==> src/rtl/tpsd_pkg.sv <==
// ---------------------------------------------------------------------------
// tpsd_pkg - shared types and constants of the TGA pixel stream decoder
// Register map, result status codes, configuration struct and setting check.
// ---------------------------------------------------------------------------
package tpsd_pkg;

    localparam int unsigned COUNT_WIDTH_DEF = 32;
    localparam int unsigned ADDR_WIDTH      = 4;
    localparam int unsigned TDATA_WIDTH     = 40;

    typedef enum logic [1:0] {
        REG_IMAGE_KIND  = 2'd0,
        REG_PIXEL_BYTES = 2'd1,
        REG_COMPRESSED  = 2'd2,
        REG_PIXEL_TOTAL = 2'd3
    } t_reg_idx;

    typedef enum logic [1:0] {
        KIND_TRUE_COLOUR = 2'd0,
        KIND_GREY        = 2'd1,
        KIND_MAPPED      = 2'd2
    } t_kind;

    localparam logic [1:0] STATUS_OK      = 2'd0;
    localparam logic [1:0] STATUS_UNSUPP  = 2'd1;
    localparam logic [1:0] STATUS_CLIPPED = 2'd2;

    localparam logic [7:0] HDR_RUN_BIT   = 8'h80;
    localparam logic [7:0] HDR_COUNT_MSK = 8'h7F;

    typedef struct packed {
        logic [1:0]  image_kind;
        logic [2:0]  pixel_bytes;
        logic        compressed;
        logic        total_load;
        logic [31:0] pixel_total;
    } t_cfg;

    function automatic logic setting_ok(input logic [1:0] kind, input logic [2:0] nbytes);
        logic ok;
        begin
            case (kind)
                KIND_TRUE_COLOUR:      ok = (nbytes >= 3'd2) && (nbytes <= 3'd4);
                KIND_GREY, KIND_MAPPED: ok = (nbytes == 3'd1);
                default:               ok = 1'b0;
            endcase
            return ok;
        end
    endfunction

endpackage

==> src/rtl/tpsd_regs.sv <==
// ---------------------------------------------------------------------------
// tpsd_regs - configuration register bank
// APB write/read of image kind, pixel bytes, compression mode and pixel total.
// ---------------------------------------------------------------------------
module tpsd_regs (
    input  logic                          i_clk,
    input  logic                          i_rst_n,
    input  logic                          psel,
    input  logic                          penable,
    input  logic                          pwrite,
    input  logic [tpsd_pkg::ADDR_WIDTH-1:0] paddr,
    input  logic [31:0]                   pwdata,
    output logic [31:0]                   prdata,
    output tpsd_pkg::t_cfg                o_cfg
);
    import tpsd_pkg::*;

    logic [1:0]  r_image_kind;
    logic [2:0]  r_pixel_bytes;
    logic        r_compressed;
    logic [31:0] r_pixel_total;
    logic        wr_en;
    t_reg_idx    idx;

    assign wr_en = psel && penable && pwrite;
    assign idx   = t_reg_idx'(paddr[3:2]);

    always_ff @(posedge i_clk) begin
        if (!i_rst_n) begin
            r_image_kind  <= 2'd0;
            r_pixel_bytes <= 3'd4;
            r_compressed  <= 1'b0;
            r_pixel_total <= 32'd0;
        end else if (wr_en) begin
            unique case (idx)
                REG_IMAGE_KIND:  r_image_kind  <= pwdata[1:0];
                REG_PIXEL_BYTES: r_pixel_bytes <= pwdata[2:0];
                REG_COMPRESSED:  r_compressed  <= pwdata[0];
                REG_PIXEL_TOTAL: r_pixel_total <= pwdata;
                default: ;
            endcase
        end
    end

    always_comb begin
        unique case (idx)
            REG_IMAGE_KIND:  prdata = {30'd0, r_image_kind};
            REG_PIXEL_BYTES: prdata = {29'd0, r_pixel_bytes};
            REG_COMPRESSED:  prdata = {31'd0, r_compressed};
            REG_PIXEL_TOTAL: prdata = r_pixel_total;
            default:         prdata = 32'd0;
        endcase
    end

    // load pulse carries the written value straight through to the countdown
    assign o_cfg.image_kind  = r_image_kind;
    assign o_cfg.pixel_bytes = r_pixel_bytes;
    assign o_cfg.compressed  = r_compressed;
    assign o_cfg.total_load  = wr_en && (idx == REG_PIXEL_TOTAL);
    assign o_cfg.pixel_total = pwdata;

endmodule

==> src/rtl/tga_pixel_stream_decoder.sv <==
// ---------------------------------------------------------------------------
// tga_pixel_stream_decoder - TGA pixel data / RLE packet decoder
// Output: a result is registered and appears on the master side in the cycle after its last byte is accepted.
// Throughput: one byte per cycle while the master side takes or holds no result;
// the state update and result register are a single registered step.
// Reset: synchronous, registers to defaults, countdown zero so bytes are
// dropped until pixel_total is written; writing it restarts at a header.
// ---------------------------------------------------------------------------
module tga_pixel_stream_decoder #(
    parameter int unsigned COUNT_WIDTH = tpsd_pkg::COUNT_WIDTH_DEF
) (
    input  logic                           i_clk,
    input  logic                           i_rst_n,
    input  logic                           psel,
    input  logic                           penable,
    input  logic                           pwrite,
    input  logic [tpsd_pkg::ADDR_WIDTH-1:0] paddr,
    input  logic [31:0]                    pwdata,
    output logic [31:0]                    prdata,
    output logic                           pready,
    input  logic                           s_axis_tvalid,
    output logic                           s_axis_tready,
    input  logic [7:0]                     s_axis_tdata,   // [7:0] data_byte
    output logic                           m_axis_tvalid,
    input  logic                           m_axis_tready,
    // [31:0] pixel_value, [39:32] repeat_length
    output logic [tpsd_pkg::TDATA_WIDTH-1:0] m_axis_tdata,
    output logic                           m_axis_tlast,   // image_done
    output logic [1:0]                     m_axis_tuser    // [1:0] status
);
    import tpsd_pkg::*;

    typedef enum logic {PH_HEADER, PH_PIXEL} t_phase;

    t_cfg cfg;

    t_phase                 r_phase, n_phase;
    logic [1:0]             r_bpos, n_bpos;
    logic [23:0]            r_asm, n_asm;
    logic [7:0]             r_pkt_left, n_pkt_left;
    logic                   r_pkt_run, n_pkt_run;
    logic [COUNT_WIDTH-1:0] r_pix_left, n_pix_left;
    logic                   r_err, n_err;

    logic                   r_valid;
    logic [31:0]            r_value, n_value;
    logic [7:0]             r_rep, n_rep;
    logic                   r_done, n_done;
    logic [1:0]             r_status, n_status;
    logic                   n_emit;

    logic                   accept;
    logic [31:0]            shifted;
    logic [31:0]            whole;
    logic [COUNT_WIDTH-1:0] rep_wide;
    logic [COUNT_WIDTH-1:0] left_after;

    tpsd_regs u_regs (
        .i_clk   (i_clk),
        .i_rst_n (i_rst_n),
        .psel    (psel),
        .penable (penable),
        .pwrite  (pwrite),
        .paddr   (paddr),
        .pwdata  (pwdata),
        .prdata  (prdata),
        .o_cfg   (cfg)
    );

    assign pready        = 1'b1;
    assign s_axis_tready = !r_valid || m_axis_tready;
    assign accept        = s_axis_tvalid && s_axis_tready;

    assign shifted = {24'd0, s_axis_tdata} << {r_bpos, 3'b000};
    assign whole   = {8'd0, r_asm} | shifted;

    always_comb begin
        n_phase    = r_phase;
        n_bpos     = r_bpos;
        n_asm      = r_asm;
        n_pkt_left = r_pkt_left;
        n_pkt_run  = r_pkt_run;
        n_pix_left = r_pix_left;
        n_err      = r_err;
        n_emit     = 1'b0;
        n_value    = whole;
        n_rep      = 8'd1;
        n_done     = 1'b0;
        n_status   = STATUS_OK;
        rep_wide   = {{(COUNT_WIDTH-8){1'b0}}, r_pkt_left};
        left_after = r_pix_left;

        if (r_err || r_pix_left == '0) begin
            // idle or latched error: byte dropped
        end else if (!setting_ok(cfg.image_kind, cfg.pixel_bytes)) begin
            n_err    = 1'b1;
            n_emit   = 1'b1;
            n_value  = 32'd0;
            n_rep    = 8'd0;
            n_status = STATUS_UNSUPP;
        end else if (cfg.compressed && r_phase == PH_HEADER) begin
            n_pkt_run  = (s_axis_tdata & HDR_RUN_BIT) != 8'd0;
            n_pkt_left = (s_axis_tdata & HDR_COUNT_MSK) + 8'd1;
            n_phase    = PH_PIXEL;
            n_bpos     = 2'd0;
            n_asm      = 24'd0;
        end else if (({1'b0, r_bpos} + 3'd1) < cfg.pixel_bytes) begin
            n_asm  = r_asm | shifted[23:0];
            n_bpos = r_bpos + 2'd1;
        end else begin
            n_emit = 1'b1;
            n_bpos = 2'd0;
            n_asm  = 24'd0;
            if (cfg.image_kind == KIND_GREY) begin
                n_value = {8'd0, whole[7:0], whole[7:0], whole[7:0]};
            end
            if (cfg.compressed && r_pkt_run) begin
                if (rep_wide > r_pix_left) begin
                    n_rep      = r_pix_left[7:0];
                    n_status   = STATUS_CLIPPED;
                    left_after = '0;
                end else begin
                    n_rep      = r_pkt_left;
                    left_after = r_pix_left - rep_wide;
                end
                n_pkt_left = 8'd0;
                n_phase    = PH_HEADER;
            end else begin
                left_after = r_pix_left - {{(COUNT_WIDTH-1){1'b0}}, 1'b1};
                if (cfg.compressed) begin
                    if (r_pkt_left > 8'd1 || r_pkt_left == 8'd0) begin
                        n_pkt_left = (r_pkt_left == 8'd0) ? 8'd0 : r_pkt_left - 8'd1;
                        if (r_pkt_left == 8'd0) begin
                            n_phase = PH_HEADER;
                        end
                    end else begin
                        n_pkt_left = 8'd0;
                        n_phase    = PH_HEADER;
                    end
                end
            end
            n_pix_left = left_after;
            n_done     = (left_after == '0);
            if (left_after == '0) begin
                n_phase    = PH_HEADER;
                n_bpos     = 2'd0;
                n_asm      = 24'd0;
                n_pkt_left = 8'd0;
                n_pkt_run  = 1'b0;
            end
        end
    end

    always_ff @(posedge i_clk) begin
        if (!i_rst_n) begin
            r_phase    <= PH_HEADER;
            r_bpos     <= 2'd0;
            r_asm      <= 24'd0;
            r_pkt_left <= 8'd0;
            r_pkt_run  <= 1'b0;
            r_pix_left <= '0;
            r_err      <= 1'b0;
            r_valid    <= 1'b0;
        end else begin
            if (cfg.total_load) begin
                r_phase    <= PH_HEADER;
                r_bpos     <= 2'd0;
                r_asm      <= 24'd0;
                r_pkt_left <= 8'd0;
                r_pkt_run  <= 1'b0;
                r_pix_left <= cfg.pixel_total[COUNT_WIDTH-1:0];
            end else if (accept) begin
                r_phase    <= n_phase;
                r_bpos     <= n_bpos;
                r_asm      <= n_asm;
                r_pkt_left <= n_pkt_left;
                r_pkt_run  <= n_pkt_run;
                r_pix_left <= n_pix_left;
                r_err      <= n_err;
            end
            if (accept && n_emit) begin
                r_valid <= 1'b1;
            end else if (m_axis_tready) begin
                r_valid <= 1'b0;
            end
        end
    end

    always_ff @(posedge i_clk) begin
        if (accept && n_emit) begin
            r_value  <= n_value;
            r_rep    <= n_rep;
            r_done   <= n_done;
            r_status <= n_status;
        end
    end

    assign m_axis_tvalid = r_valid;
    assign m_axis_tdata  = {r_rep, r_value};
    assign m_axis_tlast  = r_done;
    assign m_axis_tuser  = r_status;

    a_err_no_pixel: assert property (@(posedge i_clk) disable iff (!i_rst_n)
        (m_axis_tvalid && m_axis_tuser == STATUS_UNSUPP) |-> (m_axis_tdata[39:32] == 8'd0))
        else $error("unsupported-setting transaction carries a repeat length");

    a_clip_is_last: assert property (@(posedge i_clk) disable iff (!i_rst_n)
        (m_axis_tvalid && m_axis_tuser == STATUS_CLIPPED) |-> m_axis_tlast)
        else $error("clipped run not marked as image end");

    a_last_empties_count: assert property (@(posedge i_clk) disable iff (!i_rst_n)
        (m_axis_tvalid && m_axis_tlast) |-> (r_pix_left == '0))
        else $error("image end shown with pixels still outstanding");

    a_err_sticky: assert property (@(posedge i_clk) disable iff (!i_rst_n)
        r_err |=> r_err)
        else $error("error flag cleared without reset");

endmodule
==> config.mk <==
export PLATFORM = sky130hd
export DESIGN_NAME = tga_pixel_stream_decoder
export DESIGN_NICKNAME = d
export VERILOG_FILES = /design/src/rtl/tpsd_pkg.sv /design/src/rtl/tpsd_regs.sv /design/src/rtl/tga_pixel_stream_decoder.sv
export SDC_FILE = /design/constraint.sdc
export NUM_CORES = 1
export LEC_CHECK = 0
export BUFFER_PORTS_ARGS = -buffer_cell sky130_fd_sc_hd__buf_4
export CAP_MARGIN = 20
export CORE_UTILIZATION = 63
export DETAILED_ROUTE_END_ITERATION = 8
export PLACE_DENSITY = 0.86
export SLEW_MARGIN = 20
export SYNTH_ARGS = -nofsm -noshare
export SYNTH_HDL_FRONTEND = slang
export SYNTH_SLANG_ARGS = --single-unit
==> constraint.sdc <==
create_clock -name i_clk -period 6.82 [get_ports i_clk]
set_input_delay 0 -clock i_clk [delete_from_list [all_inputs] [get_ports i_clk]]
set_output_delay 0 -clock i_clk [all_outputs]
set_load 0.005 [all_outputs]
; ---- Yosys cells after proc, flatten, opt, wreduce, memory -nomap -nowiden
; Index checks and enable logic that the tools add are counted.
[word_totals]
output_inout_bits = 78
ff_bits = 151
in_bits = 51
[op_classes]
n_reduce_logical = 36
bitwise = 8
muxes = 57
add_sub_neg = 6
n_lt_le_gt_ge = 5
n_eq_ne = 11
shift = 1
[op_table]
columns = op, n
row1 = $mux 32, 17
row2 = $pmux 32 s4, 1
row3 = $logic_not 32->1, 2
row4 = $mux 8, 8
row5 = $mux 24, 2
row6 = $gt 8x32->1, 1
row7 = $or 24x32->32, 1
row8 = $shl 8x5->32, 1
row9 = $sub 32x1->32 const B, 1
row10 = $sub 32x8->32, 1
row11 = $mux 1, 25
row12 = $or 24x24->24, 1
row13 = $reduce_and 5->1, 3
row14 = $add 7x1->8 const B, 1
row15 = $gt 8x1->1 const B, 1
row16 = $logic_and 1x1->1, 8
row17 = $logic_not 8->1, 1
row18 = $ne 2x2->1 const B, 4
row19 = $reduce_and 2->1, 4
row20 = $reduce_bool 2->1, 4
row21 = $sub 8x1->8 const B, 1
row22 = $eq 2x2->1 const B, 3
row23 = $mux 2, 3
row24 = $not 1->1, 6
row25 = 19 further kinds, 24

; ---- Longest topological paths before layout
; Gate-level depths: netlist of run 1.
[logic_depth]
word_depth = 13
depth_mapped = 16
ltp_nobuf = 14

; ---- Modules after synthesis
; Synthesis of run 1 repeated with hierarchy kept, for this count alone.
[hier_totals]
hier_cells = 1161
area_unflattened_um2 = 9680.5
[by_module_without_submodules]
columns = mod, area_per_inst_um2, seq_area_each_um2, n_inst, cells_each
row1 = tga_pixel_stream_decoder, 7563.5, 2692.6, 1, 921
row2 = tpsd_regs, 2117.0, 760.7, 1, 240

; ---- Least setup slack after synthesis of run 1
; Ideal clock, no wire load.
[synth_path]
path_kind = register to register
from = register r_pix_left[0]
to = register r_pkt_left[6]
arrival_ns = 3.553
setup_slack_ns = 3.147
path_stages_with_launch = 16
cell_sequence = dfxtp_1 inv_1 ha_1 fa_1 nand2b_1 a211o_1 a21oi_1 o21ai_2 o2111ai_1 or3b_2 or3b_4 nor2_4 a31o_2 buf_6 o21ai_1 a21oi_1
[synth_between]
elab_chain_len = 11
[synth_rtl]
columns = element, line_no
row1 = from (decl), tga_pixel_stream_decoder.sv:42  ; logic [COUNT_WIDTH-1:0] r_pix_left, n_pix_left;
row2 = from (signal assigned), tga_pixel_stream_decoder.sv:171  ; r_pix_left <= cfg.pixel_total[COUNT_WIDTH-1:0];
row3 = from (signal assigned), tga_pixel_stream_decoder.sv:178  ; r_pix_left <= n_pix_left;
row4 = $sub 32x8->32 / $gt 8x32->1 (equally long branches), "tga_pixel_stream_decoder.sv:124, tga_pixel_stream_decoder.sv:118"
row5 = $mux 32, tga_pixel_stream_decoder.sv:118  ; if (rep_wide > r_pix_left) begin
row6 = $mux 32, tga_pixel_stream_decoder.sv:117  ; if (cfg.compressed && r_pkt_run) begin
row7 = $mux 32, tga_pixel_stream_decoder.sv:107  ; end else if (({1'b0, r_bpos} + 3'd1) < cfg.pixel_bytes) begin
row8 = $mux 32, tga_pixel_stream_decoder.sv:101  ; end else if (cfg.compressed && r_phase == PH_HEADER) begin
row9 = $mux 32, tga_pixel_stream_decoder.sv:95  ; end else if (!setting_ok(cfg.image_kind, cfg.pixel_bytes)) begin
row10 = $mux 32, tga_pixel_stream_decoder.sv:93  ; if (r_err || r_pix_left == '0) begin
row11 = $logic_not 32->1, tga_pixel_stream_decoder.sv:144  ; if (left_after == '0) begin
row12 = $mux 8, tga_pixel_stream_decoder.sv:144
row13 = $mux 8, tga_pixel_stream_decoder.sv:107
row14 = $mux 8, tga_pixel_stream_decoder.sv:101
row15 = to (signal assigned), tga_pixel_stream_decoder.sv:176  ; r_pkt_left <= n_pkt_left;
row16 = to (decl), tga_pixel_stream_decoder.sv:40  ; logic [7:0] r_pkt_left, n_pkt_left;
; Several ways; a longest one is shown, not always the timed one. The select of a mux whose other input is x is not followed.
; A chain may end at the register's enable or synchronous reset.

; ---- Worst setup path in the final report of run 1
[layout_path]
from = register r_pix_left[0]
to = register r_pkt_left[2]
; The elaborated chain is that of the path after synthesis.

==> results.toml, run 1 <==
[outcome]
status = "finished clean"

[sta]
fmax_ghz = 0.206
finalCriticalPeriod_ns = 4.86
hold_violations = 0
drv_slew = 0
setup_violations = 0
worst_pin_slew_ns = 1.10
fin_tns_setup_ns = 0
hold_slack_ns = 0.0154
skew_ns = 0.0126
relSlewSlack_pct = 26.4
fin_crit_sh_pct = 71.3
rsz0062_at_grt = "no"
fin_ws_ns = 1.96

[worst_hold_path]
hold_depth = 3
hold_path_end = "r_pix_left[6]$_SDFFE_PN0P_"
hp-class = "primary input to flip-flop"
hold_start = "pwdata[6]"

[routing]
finalWirelength_mm = 31.8
via_count = 9913
firstDrtPassIters = 5
drc_errors = 0
drt-initial-drc-count = 1377
via_per_inst = 6.85
ant_nets = 0
wire_per_inst_um = 22.0

[place]
place_hpwl_mm = 20.3
io_buffers = 125
gp_congestion = 0.999
place_worst_setup_slack_ns = 2.13
dp.cells = 1374

[synthesis]
yosysUniqueCellTypes = 83
ys_ff_latch = 151
synthesis.nets = 1230
synthArstFlopShare_pct = 0
netlist_area_um2 = 9230
synth-main-ff-cell = "dfxtp_1"
yosys_warnings = 0
synth_edf_count = 43
synth_area_per_cell_um2 = 7.97
synth_cells = 1158
ys_seq_area_share_pct = 37.4

[clock_tree]
cts_tree = "built"
cts_setup_buffers = 0
numClockSinks = 151
htree_num_levels = 4
cts-root-buf = "clkbuf_16"
clk_pin_slew_worst_paths_ns = 0.07
worstSkewPairLatency_ns = 0.44
cts.path.max_buffers = 2
cts_buffers = 17

[die]
die_area_um2 = 15100
initial_utilization_pct = 65.5
io_pins = 129
die_h_um = 123
rows = 43
fp.dieW_um = 123
design.core.area_um2 = 14100

[power]
ir_drop_mv = 0.207
power.leakage_uw = 0.00443
p_per_area_nw_per_um2 = 251

[worst_setup_path]
critPathMaxFanout = 11
end_kind = "flip-flop"
reg2reg_depth = 14
slowest_delay_ns = 0.67
cp_cell_sequence = "inv_1 -> ha_1 -> fa_1 -> nand2b_1 -> a211o_1 -> a21oi_1 -> o31ai_1 -> a22oi_1 -> o221a_2 -> nand4_1 -> nor3_4 -> a31o_2 -> o21ai_0 -> a31oi_1"
r2r_slack_ns = 1.96
r2r_start = "r_pix_left[0]$_SDFFE_PN0P_"
timing.critical_path.from_type = "flip-flop"
reg2reg_to = "r_pkt_left[2]$_SDFFE_PP0P_"
critical_path_buf_inv_count = 1
crit_family = "compound AO/OA/AOI/OAI gates"
critPathSlowestCell = "a21oi_1"
worst-path-stages = 14
arrival_ns = 5.23
cp.required_ns = 7.19
setup.worst_path.class = "flip-flop to flip-flop"

[grt]
grt_pass1_wl_mm = 48.4
overflow = 0
grt_max_degree = 75
grt_pass1_vias = 9398
grt_usage_pct = 42.0
antenna_found_initial = 0

[layout]
finalNonFillerCells = 1447
layout-drive-gt1-share_pct = 15.6
antenna_cells = 0
layout.nets = 1326
fill_cells = 939
area_delta_synth_final_pct = 20.1

[run]
max-cap-violations = 0
[cell type report]
| class | count | area (µm²) | area share [%] |
|---|---|---|---|
| Multi-Input combinational cell | 890 | 5320 | 48.0 |
| Tap cell | 180 | 225 | 2.03 |
| Clock inverter | 15 | 173 | 1.56 |
| Clock buffer | 17 | 425 | 3.84 |
| Inverter | 20 | 75.1 | 0.678 |
| Sequential cell | 151 | 3450 | 31.2 |
| Timing Repair Buffer | 174 | 1410 | 12.7 |
[worst max path at each step]
| stage | slack, ns | startpoint | to |
|---|---|---|---|
| after floorplan | 3.15 | r_pix_left[0]$_SDFFE_PN0P_ | r_pkt_left[6]$_SDFFE_PP0P_ |
| after global placement | 2.23 | r_pix_left[0]$_SDFFE_PN0P_ | r_pkt_left[2]$_SDFFE_PP0P_ |
| after detailed placement | 2.13 | r_pix_left[0]$_SDFFE_PN0P_ | r_pkt_left[2]$_SDFFE_PP0P_ |
| after CTS | 2.15 | r_pix_left[0]$_SDFFE_PN0P_ | r_pkt_left[2]$_SDFFE_PP0P_ |
| after global routing | 1.79 | r_pix_left[0]$_SDFFE_PN0P_ | r_pkt_left[2]$_SDFFE_PP0P_ |
| final | 1.96 | r_pix_left[0]$_SDFFE_PN0P_ | r_pkt_left[2]$_SDFFE_PP0P_ |
[worst register-to-register path, cell delays in order, from the launching register on]
cell	delay [ns]
dfxtp_1	0.45
inv_1	0.16
ha_1	0.22
fa_1	0.39
nand2b_1	0.18
a211o_1	0.33
a21oi_1	0.68
o31ai_1	0.26
a22oi_1	0.50
o221a_2	0.32
nand4_1	0.15
nor3_4	0.44
a31o_2	0.39
o21ai_0	0.14
a31oi_1	0.18
[power by group]
group	internal, µW	switching [µW]	total, µW
sequential	968	35.5	1000
combinational	287	513	799
clock	548	429	977
[synth_stat cells (all sizes together), types with 13 or more instances]
master	number	share of area, %
nand3	38	2.2
and3	41	2.8
o21ai	61	3.4
xor2	13	1.2
a31oi	21	1.4
inv	20	0.81
and2	35	2.4
a21oi	101	5.6
nor3	34	2.1
a21boi	50	4.1
nand2	159	6.6
o22ai	22	1.5
ha	20	2.7
dfxtp	108	23
edfxtp	43	14
xnor2	14	1.3
nor2	99	4.1
nor4	22	1.9
clkbuf	87	3.5
[registers in the layout, indices dropped and copies added (netlist names)]
signal                cells
r_err                     1
r_value                  32
r_rep                     8
r_pkt_left                8
r_pix_left               32
m_axis_tlast              1
u_regs.r_image_kind       2
r_bpos                    2
u_regs.r_pixel_bytes      3
m_axis_tuser              2
u_regs.r_compressed       1
r_asm                    24
r_phase                   1
u_regs.r_pixel_total     32
r_pkt_run                 1
m_axis_tvalid             1
[cells by family (layout without fill, tap and decap cells)]
group,after synthesis,in the layout,synth area share (%)
AO/OA/AOI/OAI,349,349,24.6
XOR/XNOR,27,27,2.56
adder cells (fa/ha/maj),21,21,2.93
buffers and inverters,117,226,5.03
flip-flops,151,151,37.4
multiplexers,9,9,1.13
other,1,1,0.0406
AND/OR/NAND/NOR,483,483,26.3
[metrics by stage]
step	area (µm²)	util, %	total power, µW
floorplan	9230	-	1560
finish	11100	78.6	2780
CTS	11100	78.6	2730
global placement	10100	71.5	1750
detailed placement	10100	71.5	1760
global route	11100	78.6	2860
[cell usage in the layout, fill, tap and decap left out, types with 21 or more instances in the layout]
master and count:
o22ai_1 22, a21oi_1 100, edfxtp_1 43, nor3_1 30, dfxtp_1 108, o21ai_0 51, a31oi_1 21, a21boi_0 50
nand2_1 156, and2_1 34, dlygate4sd3_1 41, buf_4 133, nor2_1 97, nand3_1 36, and3_1 41
[what timing repair did]
action,in CTS,in global routing
hold endpoints to repair,93,0
hold buffers,41,0
gates resized for setup,0,0
endpoints found under the setup margin,0,0
[metal layers]
metal / track usage (%) / vias up / share of wire (%)
met5: 0 / - / 0
met4: 27.1 / 0 / 6.7
met2: 72.4 / 728 / 48
met1: 47.8 / 4614 / 36
li1: - / 4392 / -
met3: 7.84 / 179 / 9.5
Power figures use the tool's default switching activity.
==> inputs of run 2 (changes only) <==
- CORE_UTILIZATION: 63 -> 58
- PLACE_DENSITY: 0.86 -> 0.81
- clock period: 6.82 -> 4.9 ns (I/O delays scaled with it)
==> run 2 against run 1 <==
Worst hold slack better by 0.027 ns; sequential power is 39% higher; non-clock buffer count is 14 higher; register-to-register slack worse by 1.4 ns; cell count is 3.1% higher; clock skew hardly changed; critical path type unchanged; highest routed layer unchanged.
==> results.toml, run 2 (same netlist as run 1, synthesis figures left out) <==
[layout]
antenna_cells = 0
layout.nets = 1340
register_area_um2 = 3450
layout-drive-gt1-share_pct = 16.5
layout_commonest_cell = "nand2_1"
area_delta_synth_final_pct = 21.2
reg_top3 = "r_pix_left x32, r_value x32, u_regs.r_pixel_total x32"
multi_input_area_um2 = 5320
fill_cells = 1197
final_cell_mix = "nand2_1, buf_4, dfxtp_1"

[worst_hold_path]
hp-class = "primary input to flip-flop"
hold_path_end = "u_regs.r_compressed$_SDFFE_PN0P_"
hold_depth = 3
hold_start = "paddr[3]"

[sta]
finalCriticalPeriod_ns = 4.30
hold_slack_ns = 0.0421
fin_crit_sh_pct = 87.8
worst_pin_slew_ns = 1.02
setup_violations = 0
drv_slew = 0
skew_ns = 0.0122
rsz0062_at_grt = "no"
fin_tns_setup_ns = 0
fmax_ghz = 0.232
relSlewSlack_pct = 32.1
hold_violations = 0

[routing]
via_per_inst = 6.37
finalWirelength_mm = 30.0
ant_nets = 0
drt-initial-drc-count = 1002
wire_per_inst_um = 20.1
drc_errors = 0
via_count = 9511
firstDrtPassIters = 7

[clock_tree]
cts_resized = 0
cts_buffers = 17
worstSkewPairLatency_ns = 0.44
cts-root-buf = "clkbuf_16"
hold_buffers = 42
htree_num_levels = 4
cts_tree = "built"
clk_pin_slew_worst_paths_ns = 0.07
numClockSinks = 151
cts_setup_buffers = 0
cts.path.max_buffers = 2

[worst_setup_path]
critPathMaxFanout = 11
reg2reg_depth = 13
r2r_slack_ns = 0.60
reg2reg_to = "r_pkt_left[2]$_SDFFE_PP0P_"
end_kind = "flip-flop"
setup.worst_path.class = "flip-flop to flip-flop"
timing.critical_path.from_type = "flip-flop"
r2r_start = "r_pix_left[0]$_SDFFE_PN0P_"
cp.required_ns = 5.26
arrival_ns = 4.66

[power]
p_total_uw = 3750
ir_drop_mv = 0.324
power.leakage_uw = 0.00449
p_per_area_nw_per_um2 = 335

[outcome]
status = "finished clean"

[place]
io_buffers = 125
place_hpwl_mm = 20.5
gp_congestion = 0.972

[run]
max-cap-violations = 0

[grt]
grt_usage_pct = 36.5
overflow = 0
grt_max_degree = 75
antenna_found_initial = 0
grt_pass1_wl_mm = 46.3
grt_pass1_vias = 8920

[die]
rows = 45
design.core.area_um2 = 15400
fp.dieW_um = 128
io_pins = 129
initial_utilization_pct = 60.0
die_h_um = 128
die_area_um2 = 16400
[run 2: cell type report]
type | count | share of cell area [%]
clock buffers | 19 | 3.96
clock inverters | 13 | 1.01
inverters | 20 | 0.671
multi-input cells | 890 | 47.6
flip-flops and latches | 151 | 30.9
well taps | 211 | 2.36
repair buffers | 188 | 13.6
[run 2: worst max-delay path by stage]
stage,from,to
detailed placement,r_pix_left[0]$_SDFFE_PN0P_,r_pkt_left[2]$_SDFFE_PP0P_
finish,r_pix_left[0]$_SDFFE_PN0P_,r_pkt_left[2]$_SDFFE_PP0P_
CTS,r_pix_left[0]$_SDFFE_PN0P_,r_pkt_left[2]$_SDFFE_PP0P_
global placement,r_pix_left[0]$_SDFFE_PN0P_,r_pkt_left[2]$_SDFFE_PP0P_
floorplan,r_pix_left[0]$_SDFFE_PN0P_,r_pkt_left[6]$_SDFFE_PP0P_
global route,r_pix_left[0]$_SDFFE_PN0P_,r_pkt_left[2]$_SDFFE_PP0P_
[run 2: routing by layer]
layer / share of wire, % / vias up / track usage, %
li1: - / 4430 / -
met4: 4.7 / 0 / 19.6
met1: 38 / 4418 / 42.3
met3: 7.8 / 104 / 7.35
met2: 49 / 559 / 63.5
met5: 0 / - / 0
[run 2: worst max-delay path, cell delays in order (launching register included)]
cell and delay (ns):
dfxtp_1 0.36, inv_1 0.17, ha_1 0.30, or4b_2 0.69, nor3_1 0.33, a21oi_1 0.13
nor4_1 0.30, xor2_1 0.15, o21a_1 0.25, or3b_4 0.42, nor3_4 0.43, a31o_2 0.39
o21ai_0 0.13, a31oi_1 0.16
[run 2: through the flow]
stage                     utilization [%]  cell area (µm²)  setup WS, ns  std cells
final                                72.8            11200         0.598       1492
after global routing                 72.8            11200         0.388       1492
after CTS                            72.8            11200         0.707       1492
after detailed placement             66.4            10200         0.714       1418
after global placement               66.4            10200         0.780       1418
after floorplan                         -             9230          1.23       1158
[run 2: power by group]
part	switching (µW)	leakage, µW	internal, µW
Clock	566	0.000274	675
Combinational	700	0.00296	417
Sequential	45.8	0.00126	1350
